==> config.mk <==
export PLATFORM = sky130hd
export DESIGN_NAME = bayer8_ordered_dither_rgb
export DESIGN_NICKNAME = d
export VERILOG_FILES = /design/src/rtl/core/bod_pkg.sv /design/src/rtl/core/bod_scan.sv /design/src/rtl/core/bod_apply.sv /design/src/rtl/core/bayer8_ordered_dither_rgb.sv
export VERILOG_INCLUDE_DIRS = /design/src /design/src/rtl/core
export SDC_FILE = /design/constraint.sdc
export NUM_CORES = 1
export LEC_CHECK = 0
export ABC_AREA = 1
export BUFFER_PORTS_ARGS = -buffer_cell sky130_fd_sc_hd__buf_2
export CORE_MARGIN = 4
export CORE_UTILIZATION = 65
export CTS_CLUSTER_SIZE = 10
export DETAILED_ROUTE_END_ITERATION = 6
export HOLD_SLACK_MARGIN = 0.08
export PLACE_DENSITY_LB_ADDON = 0.08
export SYNTH_ARGS = -nofsm -noshare
export SYNTH_HDL_FRONTEND = slang
export SYNTH_SLANG_ARGS = --single-unit
==> constraint.sdc <==
create_clock -name clk_i -period 19.8 [get_ports clk_i]
set_clock_uncertainty 0.1 [all_clocks]
set_input_delay 3.96 -clock clk_i [delete_from_list [all_inputs] [get_ports clk_i]]
set_output_delay 3.96 -clock clk_i [all_outputs]
set_load 0.005 [all_outputs]
==> src/rtl/core/bayer8_ordered_dither_rgb_defines.svh <==
// ----------------------------------------------------------------------------
// bayer8_ordered_dither_rgb assertion macros
// Concurrent assertion helpers, compiled out when ASSERT_OFF is defined.
// ----------------------------------------------------------------------------
`ifndef BAYER8_ORDERED_DITHER_RGB_DEFINES_SVH
`define BAYER8_ORDERED_DITHER_RGB_DEFINES_SVH

`ifndef ASSERT_OFF
// same-cycle implication
`define BOD_ASSERT_NOW(label, clk, rst_n, ante, cons) \
  label: assert property (@(posedge clk) disable iff (!rst_n) (ante) |-> (cons)) \
    else $error("bod assertion failed");
// next-cycle implication
`define BOD_ASSERT_NEXT(label, clk, rst_n, ante, cons) \
  label: assert property (@(posedge clk) disable iff (!rst_n) (ante) |=> (cons)) \
    else $error("bod assertion failed");
`else
`define BOD_ASSERT_NOW(label, clk, rst_n, ante, cons)
`define BOD_ASSERT_NEXT(label, clk, rst_n, ante, cons)
`endif

`endif

==> src/rtl/core/bod_pkg.sv <==
// ----------------------------------------------------------------------------
// bod_pkg
// Types, constants and the 8x8 Bayer threshold table of the dither block.
// ----------------------------------------------------------------------------
package bod_pkg;

  localparam int unsigned MaxWidthDefault = 4096;

  localparam int unsigned ChanW     = 8;
  localparam int unsigned StrengthW = 8;
  localparam int unsigned WidthW    = 13;
  localparam int unsigned MagW      = 14;
  localparam int unsigned CfgIdxW   = 2;
  localparam int unsigned CfgDataW  = 13;

  localparam logic [CfgIdxW-1:0] CfgStrength = 2'd0;
  localparam logic [CfgIdxW-1:0] CfgWidth    = 2'd1;

  localparam logic [StrengthW-1:0] StrengthReset = 8'd18;
  localparam logic [WidthW-1:0]    WidthReset    = 13'd240;

  localparam logic [5:0] BayerTab [64] = '{
    6'd0,  6'd48, 6'd12, 6'd60, 6'd3,  6'd51, 6'd15, 6'd63,
    6'd32, 6'd16, 6'd44, 6'd28, 6'd35, 6'd19, 6'd47, 6'd31,
    6'd8,  6'd56, 6'd4,  6'd52, 6'd11, 6'd59, 6'd7,  6'd55,
    6'd40, 6'd24, 6'd36, 6'd20, 6'd43, 6'd27, 6'd39, 6'd23,
    6'd2,  6'd50, 6'd14, 6'd62, 6'd1,  6'd49, 6'd13, 6'd61,
    6'd34, 6'd18, 6'd46, 6'd30, 6'd33, 6'd17, 6'd45, 6'd29,
    6'd10, 6'd58, 6'd6,  6'd54, 6'd9,  6'd57, 6'd5,  6'd53,
    6'd42, 6'd26, 6'd38, 6'd22, 6'd41, 6'd25, 6'd37, 6'd21
  };

  typedef struct packed {
    logic [ChanW-1:0] blue_in;
    logic [ChanW-1:0] green_in;
    logic [ChanW-1:0] red_in;
  } pixel_t;

  typedef struct packed {
    logic [ChanW-1:0] blue_out;
    logic [ChanW-1:0] green_out;
    logic [ChanW-1:0] red_out;
  } result_t;

  // unrounded offset: sign and |2t-63| * strength
  typedef struct packed {
    logic            neg;
    logic [MagW-1:0] mag;
  } offs_t;

endpackage

==> src/rtl/core/bod_scan.sv <==
// ----------------------------------------------------------------------------
// bod_scan
// Raster position counters and threshold product for the current pixel.
// ----------------------------------------------------------------------------
module bod_scan #(
  parameter int unsigned MaxWidth = bod_pkg::MaxWidthDefault
) (
  input  logic                           clk_i,
  input  logic                           rst_ni,
  input  logic                           step_i,
  input  logic [bod_pkg::StrengthW-1:0]  strength_i,
  input  logic [bod_pkg::WidthW-1:0]     image_width_i,
  output bod_pkg::offs_t                 offs_o
);

  localparam int unsigned CntW  = $clog2(MaxWidth);
  localparam int unsigned WideW = (CntW + 1 > bod_pkg::WidthW) ? CntW + 1 : bod_pkg::WidthW;

  logic [CntW-1:0]  col_q, col_d;
  logic [2:0]       row_q, row_d;
  logic [WideW-1:0] max_ext, width_ext, eff_width, col_inc;
  logic             wrap;
  logic [5:0]       thr;
  logic [6:0]       dbl, amp;

  always_comb begin
    max_ext   = WideW'(MaxWidth);
    width_ext = WideW'(image_width_i);
    eff_width = (width_ext == '0 || width_ext > max_ext) ? max_ext : width_ext;
    col_inc   = WideW'(col_q) + WideW'(1);
    wrap      = (col_inc >= eff_width);
    col_d     = wrap ? '0 : col_inc[CntW-1:0];
    row_d     = wrap ? row_q + 3'd1 : row_q;
  end

  always_ff @(posedge clk_i or negedge rst_ni) begin
    if (!rst_ni) begin
      col_q <= '0;
      row_q <= '0;
    end else if (step_i) begin
      col_q <= col_d;
      row_q <= row_d;
    end
  end

  always_comb begin
    thr        = bod_pkg::BayerTab[{row_q, col_q[2:0]}];
    dbl        = {thr, 1'b0};
    offs_o.neg = ~thr[5];
    amp        = thr[5] ? dbl - 7'd63 : 7'd63 - dbl;
    offs_o.mag = {8'b0, amp[5:0]} * {6'b0, strength_i};
  end

endmodule

==> src/rtl/core/bod_apply.sv <==
// ----------------------------------------------------------------------------
// bod_apply
// Rounds the offset (divide by 126, halves away from zero) and adds it to
// each channel with saturation.
// ----------------------------------------------------------------------------
module bod_apply (
  input  bod_pkg::pixel_t  pix_i,
  input  bod_pkg::offs_t   offs_i,
  output bod_pkg::result_t res_o
);

  logic [13:0] num;
  logic [12:0] half;
  logic [22:0] prod;
  logic [6:0]  q_est;
  logic [12:0] rem;
  logic [7:0]  q;

  function automatic logic [7:0] sat_chan(input logic [7:0] ch, input logic [7:0] off,
                                          input logic neg);
    logic [8:0] sum;
    begin
      sum = {1'b0, ch} + {1'b0, off};
      if (neg) begin
        sat_chan = (ch < off) ? 8'd0 : ch - off;
      end else begin
        sat_chan = sum[8] ? 8'd255 : sum[7:0];
      end
    end
  endfunction

  // floor((mag+63)/126) = floor(floor((mag+63)/2)/63); 1040/65536 undershoots 1/63
  // by at most one step, fixed by one remainder compare
  always_comb begin
    num   = offs_i.mag + 14'd63;
    half  = num[13:1];
    prod  = {half, 10'b0} + {6'b0, half, 4'b0};
    q_est = prod[22:16];
    rem   = half - ({q_est, 6'b0} - {6'b0, q_est});
    q     = (rem >= 13'd63) ? {1'b0, q_est} + 8'd1 : {1'b0, q_est};
    res_o.blue_out  = sat_chan(pix_i.blue_in,  q, offs_i.neg);
    res_o.green_out = sat_chan(pix_i.green_in, q, offs_i.neg);
    res_o.red_out   = sat_chan(pix_i.red_in,   q, offs_i.neg);
  end

endmodule

==> src/rtl/core/bayer8_ordered_dither_rgb.sv <==
// ----------------------------------------------------------------------------
// bayer8_ordered_dither_rgb
// 8x8 Bayer ordered dither on a raster stream of 8-bit BGR pixels.
// ----------------------------------------------------------------------------
// Takes one pixel per clock while the output is not stalled and returns
// one dithered pixel per request. The input stage registers the pixel with
// the threshold product for its raster position; the result stage rounds
// the offset, adds it to all three channels with saturation and holds the
// result until taken. An empty input stage loads even while the result
// stage is held. Column count wraps at image_width (0 or above MaxWidth
// means MaxWidth); the row phase steps at each wrap. The user must write
// registers only while the stream is idle; the block does not enforce it.
module bayer8_ordered_dither_rgb #(
  parameter int unsigned MaxWidth = bod_pkg::MaxWidthDefault
) (
  input  logic                          clk_i,
  input  logic                          rst_ni,
  input  logic                          in_valid_i,
  output logic                          in_ready_o,
  input  bod_pkg::pixel_t               in_data_i,
  output logic                          out_valid_o,
  input  logic                          out_ready_i,
  output bod_pkg::result_t              out_data_o,
  input  logic                          cfg_valid_i,
  output logic                          cfg_ready_o,
  input  logic [bod_pkg::CfgIdxW-1:0]   cfg_index_i,
  input  logic [bod_pkg::CfgDataW-1:0]  cfg_data_i
);

  `include "bayer8_ordered_dither_rgb_defines.svh"

  logic [bod_pkg::StrengthW-1:0] strength_q;
  logic [bod_pkg::WidthW-1:0]    width_q;

  logic             s1_valid_q, out_valid_q;
  bod_pkg::pixel_t  s1_pix_q;
  bod_pkg::offs_t   s1_offs_q, scan_offs;
  bod_pkg::result_t out_data_q, apply_res;
  logic             in_fire, s1_fire, out_free;

  assign cfg_ready_o = 1'b1;

  always_ff @(posedge clk_i or negedge rst_ni) begin
    if (!rst_ni) begin
      strength_q <= bod_pkg::StrengthReset;
      width_q    <= bod_pkg::WidthReset;
    end else if (cfg_valid_i) begin
      case (cfg_index_i)
        bod_pkg::CfgStrength: strength_q <= cfg_data_i[bod_pkg::StrengthW-1:0];
        bod_pkg::CfgWidth:    width_q    <= cfg_data_i[bod_pkg::WidthW-1:0];
        default: ;
      endcase
    end
  end

  assign out_free   = !out_valid_q || out_ready_i;
  assign s1_fire    = s1_valid_q && out_free;
  assign in_ready_o = !s1_valid_q || out_free;
  assign in_fire    = in_valid_i && in_ready_o;

  bod_scan #(
    .MaxWidth(MaxWidth)
  ) u_scan (
    .clk_i         (clk_i),
    .rst_ni        (rst_ni),
    .step_i        (in_fire),
    .strength_i    (strength_q),
    .image_width_i (width_q),
    .offs_o        (scan_offs)
  );

  bod_apply u_apply (
    .pix_i  (s1_pix_q),
    .offs_i (s1_offs_q),
    .res_o  (apply_res)
  );

  always_ff @(posedge clk_i or negedge rst_ni) begin
    if (!rst_ni) begin
      s1_valid_q  <= 1'b0;
      out_valid_q <= 1'b0;
    end else begin
      if (in_ready_o) begin
        s1_valid_q <= in_valid_i;
      end
      if (out_free) begin
        out_valid_q <= s1_valid_q;
      end
    end
  end

  always_ff @(posedge clk_i) begin
    if (in_fire) begin
      s1_pix_q  <= in_data_i;
      s1_offs_q <= scan_offs;
    end
    if (s1_fire) begin
      out_data_q <= apply_res;
    end
  end

  assign out_valid_o = out_valid_q;
  assign out_data_o  = out_data_q;

  `BOD_ASSERT_NEXT(a_in_to_s1, clk_i, rst_ni, in_fire, s1_valid_q)
  `BOD_ASSERT_NEXT(a_s1_to_out, clk_i, rst_ni, s1_fire, out_valid_q)
  `BOD_ASSERT_NEXT(a_s1_hold, clk_i, rst_ni, s1_valid_q && !out_free, s1_valid_q && $stable(s1_pix_q))
  `BOD_ASSERT_NEXT(a_zero_pass, clk_i, rst_ni, s1_fire && s1_offs_q.mag == '0, out_data_o == $past(s1_pix_q))
  `BOD_ASSERT_NOW(a_mag_range, clk_i, rst_ni, s1_valid_q, s1_offs_q.mag <= 14'd16065)

endmodule

==> results of run 1 <==
==> metrics by stage <==
step	hold slack [ps]	util (%)
2_1_floorplan	347	-
3_3_place_gp	373	71.2
3_5_place_dp	386	71.2
4_1_cts	395	73.5
5_1_grt	403	73.5
6_report	396	73.5
==> Yosys cell counts (10+ instances only) <==
master,n
a21oi_1,56
clkbuf_1,10
dfrtp_1,32
edfxtp_1,63
fa_1,32
ha_1,113
inv_1,203
nand2_1,208
nand2_2,14
nand3_1,48
nor2_1,83
nor3_1,11
o21ai_0,78
o21bai_1,10
xnor2_1,12
xor2_1,47
==> cell usage in the layout (no fill, tap or decap), types with 3 or more instances in the layout <==
cell type  count
nand2_1      208
inv_1        202
ha_1         113
nor2_1        83
o21ai_0       78
buf_2         69
edfxtp_1      63
a21oi_1       55
nand3_1       48
xor2_1        47
fa_1          32
dfrtp_1       32
nand2_2       14
xnor2_1       12
nor3_1        11
o21bai_1      10
clkbuf_16     10
inv_2          7
nand4_1        6
mux2_2         6
dfstp_2        6
nor2_2         5
o31ai_1        5
or2_2          4
nand3_2        4
a21o_1         4
o21ai_2        3
o221ai_1       3
a22oi_1        3
o211ai_1       3
inv_6          3
==> worst reg2reg max path: cells and delay by family (launching register included) <==
kind,cells,cell delay [ps]
AO/OA/AOI/OAI,7,1100
flip-flops,1,470
AND/OR/NAND/NOR,25,2660
buffers and inverters,9,760
adder cells (fa/ha/maj),6,2090
XOR/XNOR,1,550
==> cell families after synthesis <==
family,count (synthesis),share of synthesized area (%)
AOI/OAI and AO/OA,175,10.9
xor gates and xnor gates,60,5.85
adders and majority gates,145,22.6
buffers and inverters,225,9.45
DFF,101,31.3
muxes,6,0.742
other,1,0.0412
and+or+nand+nor,397,19.2
==> layer usage <==
layer  routed length [um]  up-vias  track usage [%]
li1                     -     3724                -
met1                 8260     3378             31.0
met2                 9450      193             42.6
met3                  904       31             4.92
met4                  382        4             7.13
met5                   14        -                0
==> how the worst max path moves through the flow <==
stage | startpoint | endpoint | depth (start not counted)
floorplan | out_ready_i | in_ready_o | 2
global placement | out_ready_i | in_ready_o | 4
detailed placement | out_ready_i | in_ready_o | 4
CTS | out_ready_i | in_ready_o | 4
global route | s1_offs_q[2]$_DFFE_PP_ | out_data_o[4]$_DFFE_PP_ | 46
finish | out_ready_i | in_ready_o | 4
==> sequential cells by signal, summed over array words and instances, names as in the netlist <==
| register | flops |
|---|---|
| out_data_o | 24 |
| s1_pix_q | 24 |
| s1_offs_q | 15 |
| width_q | 13 |
| u_scan.col_q | 12 |
| strength_q | 8 |
| u_scan.row_q | 3 |
| out_valid_o | 1 |
| s1_valid_q | 1 |
==> layout make-up <==
cell class                 count  area (um^2)
multi-input combinational    784         5400
fill                        1080         3580
sequential                   101         2850
inverter                     211          792
timing repair buffer          71          360
clock buffer                  11          254
tap                          176          220
clock inverter                 5         46.3
==> impl_metrics.toml, run 1 <==
[outcome]
status = "complete, no violations"

[layout]
drive_above_1_share_pct = 12.2
finish.cell_count_without_fillers = 1359
antenna-diode-count = 0
layout.nets = 1367
final_cell_area_um2 = 9920
layout-area-overhead-vs-synth_pct = 8.96

[timing]
hold_violations = 0
worst-slew-pin-transition_ps = 819
fin_crit_sh_pct = 42.7
max-slew-margin-rel_pct = 45.4
fin_setup_tns_ps = 0
drv_slew = 0
timing.final.crit_period_ps = 8460
timing.fmax_mhz = 118
setup_repair_after_global_routing_missed_its_margin = "false"
report.final.setup_viol = 0
final_setup_slack_of_the_worst_path_ps = 11340

[detailed_routing]
detailroute.via_count = 7330
drt_first_pass_iters = 5
drt-vias-per-instance = 5.39
antenna_left = 0
post_drt_wl_per_cell_um = 14.0
drc = 0
totalWireLength_um = 19000
drt_first_iter_violations = 525

[logic_synthesis]
synth-edff-count = 63
syn-cell-area_um2 = 9110
post-synth-top-area-fraction_pct = 20.8
ys_async_sr_fraction_pct = 37.6
ys_ff_latch = 101
synthesis.yosys.warnings = 0
ys_top_cells_by_area = "edfxtp_1, ha_1, dfrtp_1"
syn_inst = 1110
synth_ff_type = "edfxtp_1"
synth.net_count = 1299
sequential_element_share_of_the_synthesized_area_pct = 31.3
post_synth_num_cell_types = 53
postSynthAreaPerCell_um2 = 8.20
yosysTopAreaCell = "edfxtp_1"

[setup_path]
endpoint_kind = "output port"
timing.critical_path.slowest_stage_cell = "buf_2"
path_buf_inv = 3
critical-path-top-delay-family = "buffers and inverters"
crit_fanout = 3
worst-r2r-setup-slack_ps = 11830
critPathRequiredTime_ps = 15740
timing.rr.start = "s1_offs_q[2]$_DFFE_PP_"
timing.critical_path.slowest_cell_delay_ps = 150
crit_chain = "buf_2 > inv_1 > nand3_1 > buf_2"
cells_on_worst_reg2reg_path = 48
critical_path_class = "in2out"
critical-path-top-cell-by-count = "buf_2"
worst-endpoint-arrival_ps = 4400
reg2reg_to = "out_data_o[23]$_DFFE_PP_"
cp-start-kind = "input pin"

[placed_design]
placed_area_um2 = 9620
preCtsSetupSlack_ps = 11330
gp_routability_congestion = 0.945
place_inst = 1343
port_buffers = 69
dp_hpwl_um = 15000

[die]
design.die.area_um2 = 16000
die_height_um = 126
boundaryPins = 71
coreArea_um2 = 13500
num_rows = 42
start_util_pct = 67.4
die_w_um = 126

[grt]
globalRouteTotalUtil_pct = 24.5
global_route_wire_length_before_repair_um = 32300
number_of_global_route_vias_before_repair = 7047
grt_max_degree = 63
globalRoute.totalOverflow = 0
antenna_violations_before_repair = 2

[flow_run]
maxCapViolations = 0

[hold_path]
hp-class = "reg2reg"
startpoint_of_the_tightest_hold_check_path = "u_scan.row_q[2]$_DFFE_PN0P_"
hold_depth = 1
hold_path_end = "u_scan.row_q[2]$_DFFE_PN0P_"

[cts]
clock_sink_count = 101
max_buffers_root_to_sink = 2
cts_htree_levels = 3
numCtsBuffers = 9
post-cts-setup-buffers = 0
cts_hold_buffers = 0
clockRootBuffer = "clkbuf_16"
clock_insertion_delay_worst_skew_ps = 360
clkSlewWorstSetupHoldPaths_ps = 70
ctsResizeCount = 0
clock_tree_from_tritoncts = "yes"
Power of run 1 is not shown: default switching activity piles up to over one toggle a cycle in this logic, so the estimate is an artifact.
==> run 2, diff against run 1 <==
--- a/config.mk
+++ b/config.mk
@@ -9,7 +9,7 @@
 export ABC_AREA = 1
 export BUFFER_PORTS_ARGS = -buffer_cell sky130_fd_sc_hd__buf_2
 export CORE_MARGIN = 4
-export CORE_UTILIZATION = 65
+export CORE_UTILIZATION = 62
 export CTS_CLUSTER_SIZE = 10
 export DETAILED_ROUTE_END_ITERATION = 6
 export HOLD_SLACK_MARGIN = 0.08
==> constraint.sdc (replaced) <==
create_clock -name clk_i -period 8.8 [get_ports clk_i]
set_clock_uncertainty 0.1 [all_clocks]
set_input_delay 1.76 -clock clk_i [delete_from_list [all_inputs] [get_ports clk_i]]
set_output_delay 1.76 -clock clk_i [all_outputs]
set_load 0.005 [all_outputs]
==> run 2 against run 1 <==
  * Setup slack lost 10000 ps
  * Wire length grew 0.26%
  * Cell count grew 0.59%
  * Critical endpoint is now out_data_o[19]$_DFFE_PP_
  * Largest cell class unchanged
==> impl_metrics.toml, run 2 (synthesized netlist as in run 1, its figures left out) <==
[setup_path]
path_buf_inv = 6
critical_path_class = "reg2reg"
critical-path-top-delay-family = "adder cells"
crit_fanout = 14
endpoint_kind = "flop"
worst-endpoint-arrival_ps = 7820
cp-start-kind = "flop"
timing.critical_path.slowest_cell_delay_ps = 530
critical-path-top-cell-by-count = "nand2_1"
critPathRequiredTime_ps = 8770
timing.critical_path.slowest_stage_cell = "xor2_1"

[timing]
drv_slew = 0
timing.final.crit_period_ps = 7850
setup_repair_after_global_routing_missed_its_margin = "false"
fin_setup_tns_ps = 0
report.final.setup_viol = 0
timing.fmax_mhz = 127
hold_violations = 0
fin_crit_sh_pct = 89.2
max-slew-margin-rel_pct = 45.8
worst-slew-pin-transition_ps = 812

[die]
die_w_um = 129
die_height_um = 129
start_util_pct = 62.9
num_rows = 44
design.die.area_um2 = 16700
coreArea_um2 = 14500
boundaryPins = 71

[layout]
antenna-diode-count = 0
layout.nets = 1367
finish.utilization_pct = 68.4
drive_above_1_share_pct = 12.1
commonest_cells_after_routing_fill_and_taps_aside = "nand2_1, inv_1, ha_1"
layout-area-overhead-vs-synth_pct = 8.81
layout.cells.most_common = "nand2_1"

[cts]
clock_sink_count = 101
cts_hold_buffers = 0
clockRootBuffer = "clkbuf_16"
clock_insertion_delay_worst_skew_ps = 360
ctsResizeCount = 0
max_buffers_root_to_sink = 2
clkSlewWorstSetupHoldPaths_ps = 70
clock_tree_from_tritoncts = "yes"
cts_htree_levels = 3
numCtsBuffers = 9
post-cts-setup-buffers = 0

[grt]
grt_max_degree = 63
global_route_wire_length_before_repair_um = 32000
number_of_global_route_vias_before_repair = 6998
globalRouteTotalUtil_pct = 23.8
antenna_violations_before_repair = 1
globalRoute.totalOverflow = 0

[detailed_routing]
drt_first_pass_iters = 5
drt_first_iter_violations = 361
detailroute.via_count = 7339
antenna_left = 0
drt-vias-per-instance = 5.37
drc = 0
totalWireLength_um = 19100
post_drt_wl_per_cell_um = 13.9

[hold_path]
hp-class = "reg2reg"

[placed_design]
port_buffers = 69
dp_hpwl_um = 15500
gp_routability_congestion = 0.963

[flow_run]
maxCapViolations = 0

[outcome]
status = "complete, no violations"
run 2: worst register-to-register path: cells and delay by family (launching register included):
kind	cells	cell delay [ps]
AND/OR/NAND/NOR	20	2150
AO/OA/AOI/OAI	8	1350
buffers and inverters	6	560
flip-flops	1	370
XOR/XNOR	2	690
adder cells (fa/ha/maj)	7	2350
run 2: per-layer routing:
layer / global-route usage [%] / share of wire (%)
met1: 31.0 / 44
met2: 40.3 / 49
met3: 4.25 / 5.3
met4: 7.84 / 2.2
met5: 0 / 0.094
run 2: path summary, 6_finish.rpt:
path	startpoint	end	slack, ps	cells after the start
max	s1_offs_q[0]$_DFFE_PP_	out_data_o[19]$_DFFE_PP_	950	43
min	s1_valid_q$_DFFE_PN0N_	out_valid_o$_DFFE_PN0P_	400	2
max reg2reg	s1_offs_q[0]$_DFFE_PP_	out_data_o[19]$_DFFE_PP_	950	43
min reg2reg	s1_valid_q$_DFFE_PN0N_	out_valid_o$_DFFE_PN0P_	400	2
max in group asynchronous	rst_ni	strength_q[7]$_DFFE_PN0P_	6700	1
min in group asynchronous	rst_ni	s1_valid_q$_DFFE_PN0N_	1390	1
run 2: area by class of cell:
type	instances	area, um^2
Multi-Input combinational cell	784	5400
Fill cell	1241	4570
Sequential cell	101	2850
Inverter	211	792
Timing Repair Buffer	71	360
Tap cell	184	230
Clock buffer	10	229
Clock inverter	6	47.5
run 2: metrics by stage:
step	hold slack (ps)	instance area (um^2)	cells	worst slack, ps
2_1_floorplan	347	9110	1110	2120
3_3_place_gp	368	9630	1351	1120
3_5_place_dp	382	9630	1351	1010
4_1_cts	401	9910	1367	955
5_1_grt	427	9910	1367	225
6_report	398	9910	1367	953
Power of run 2 is left out for the same reason.
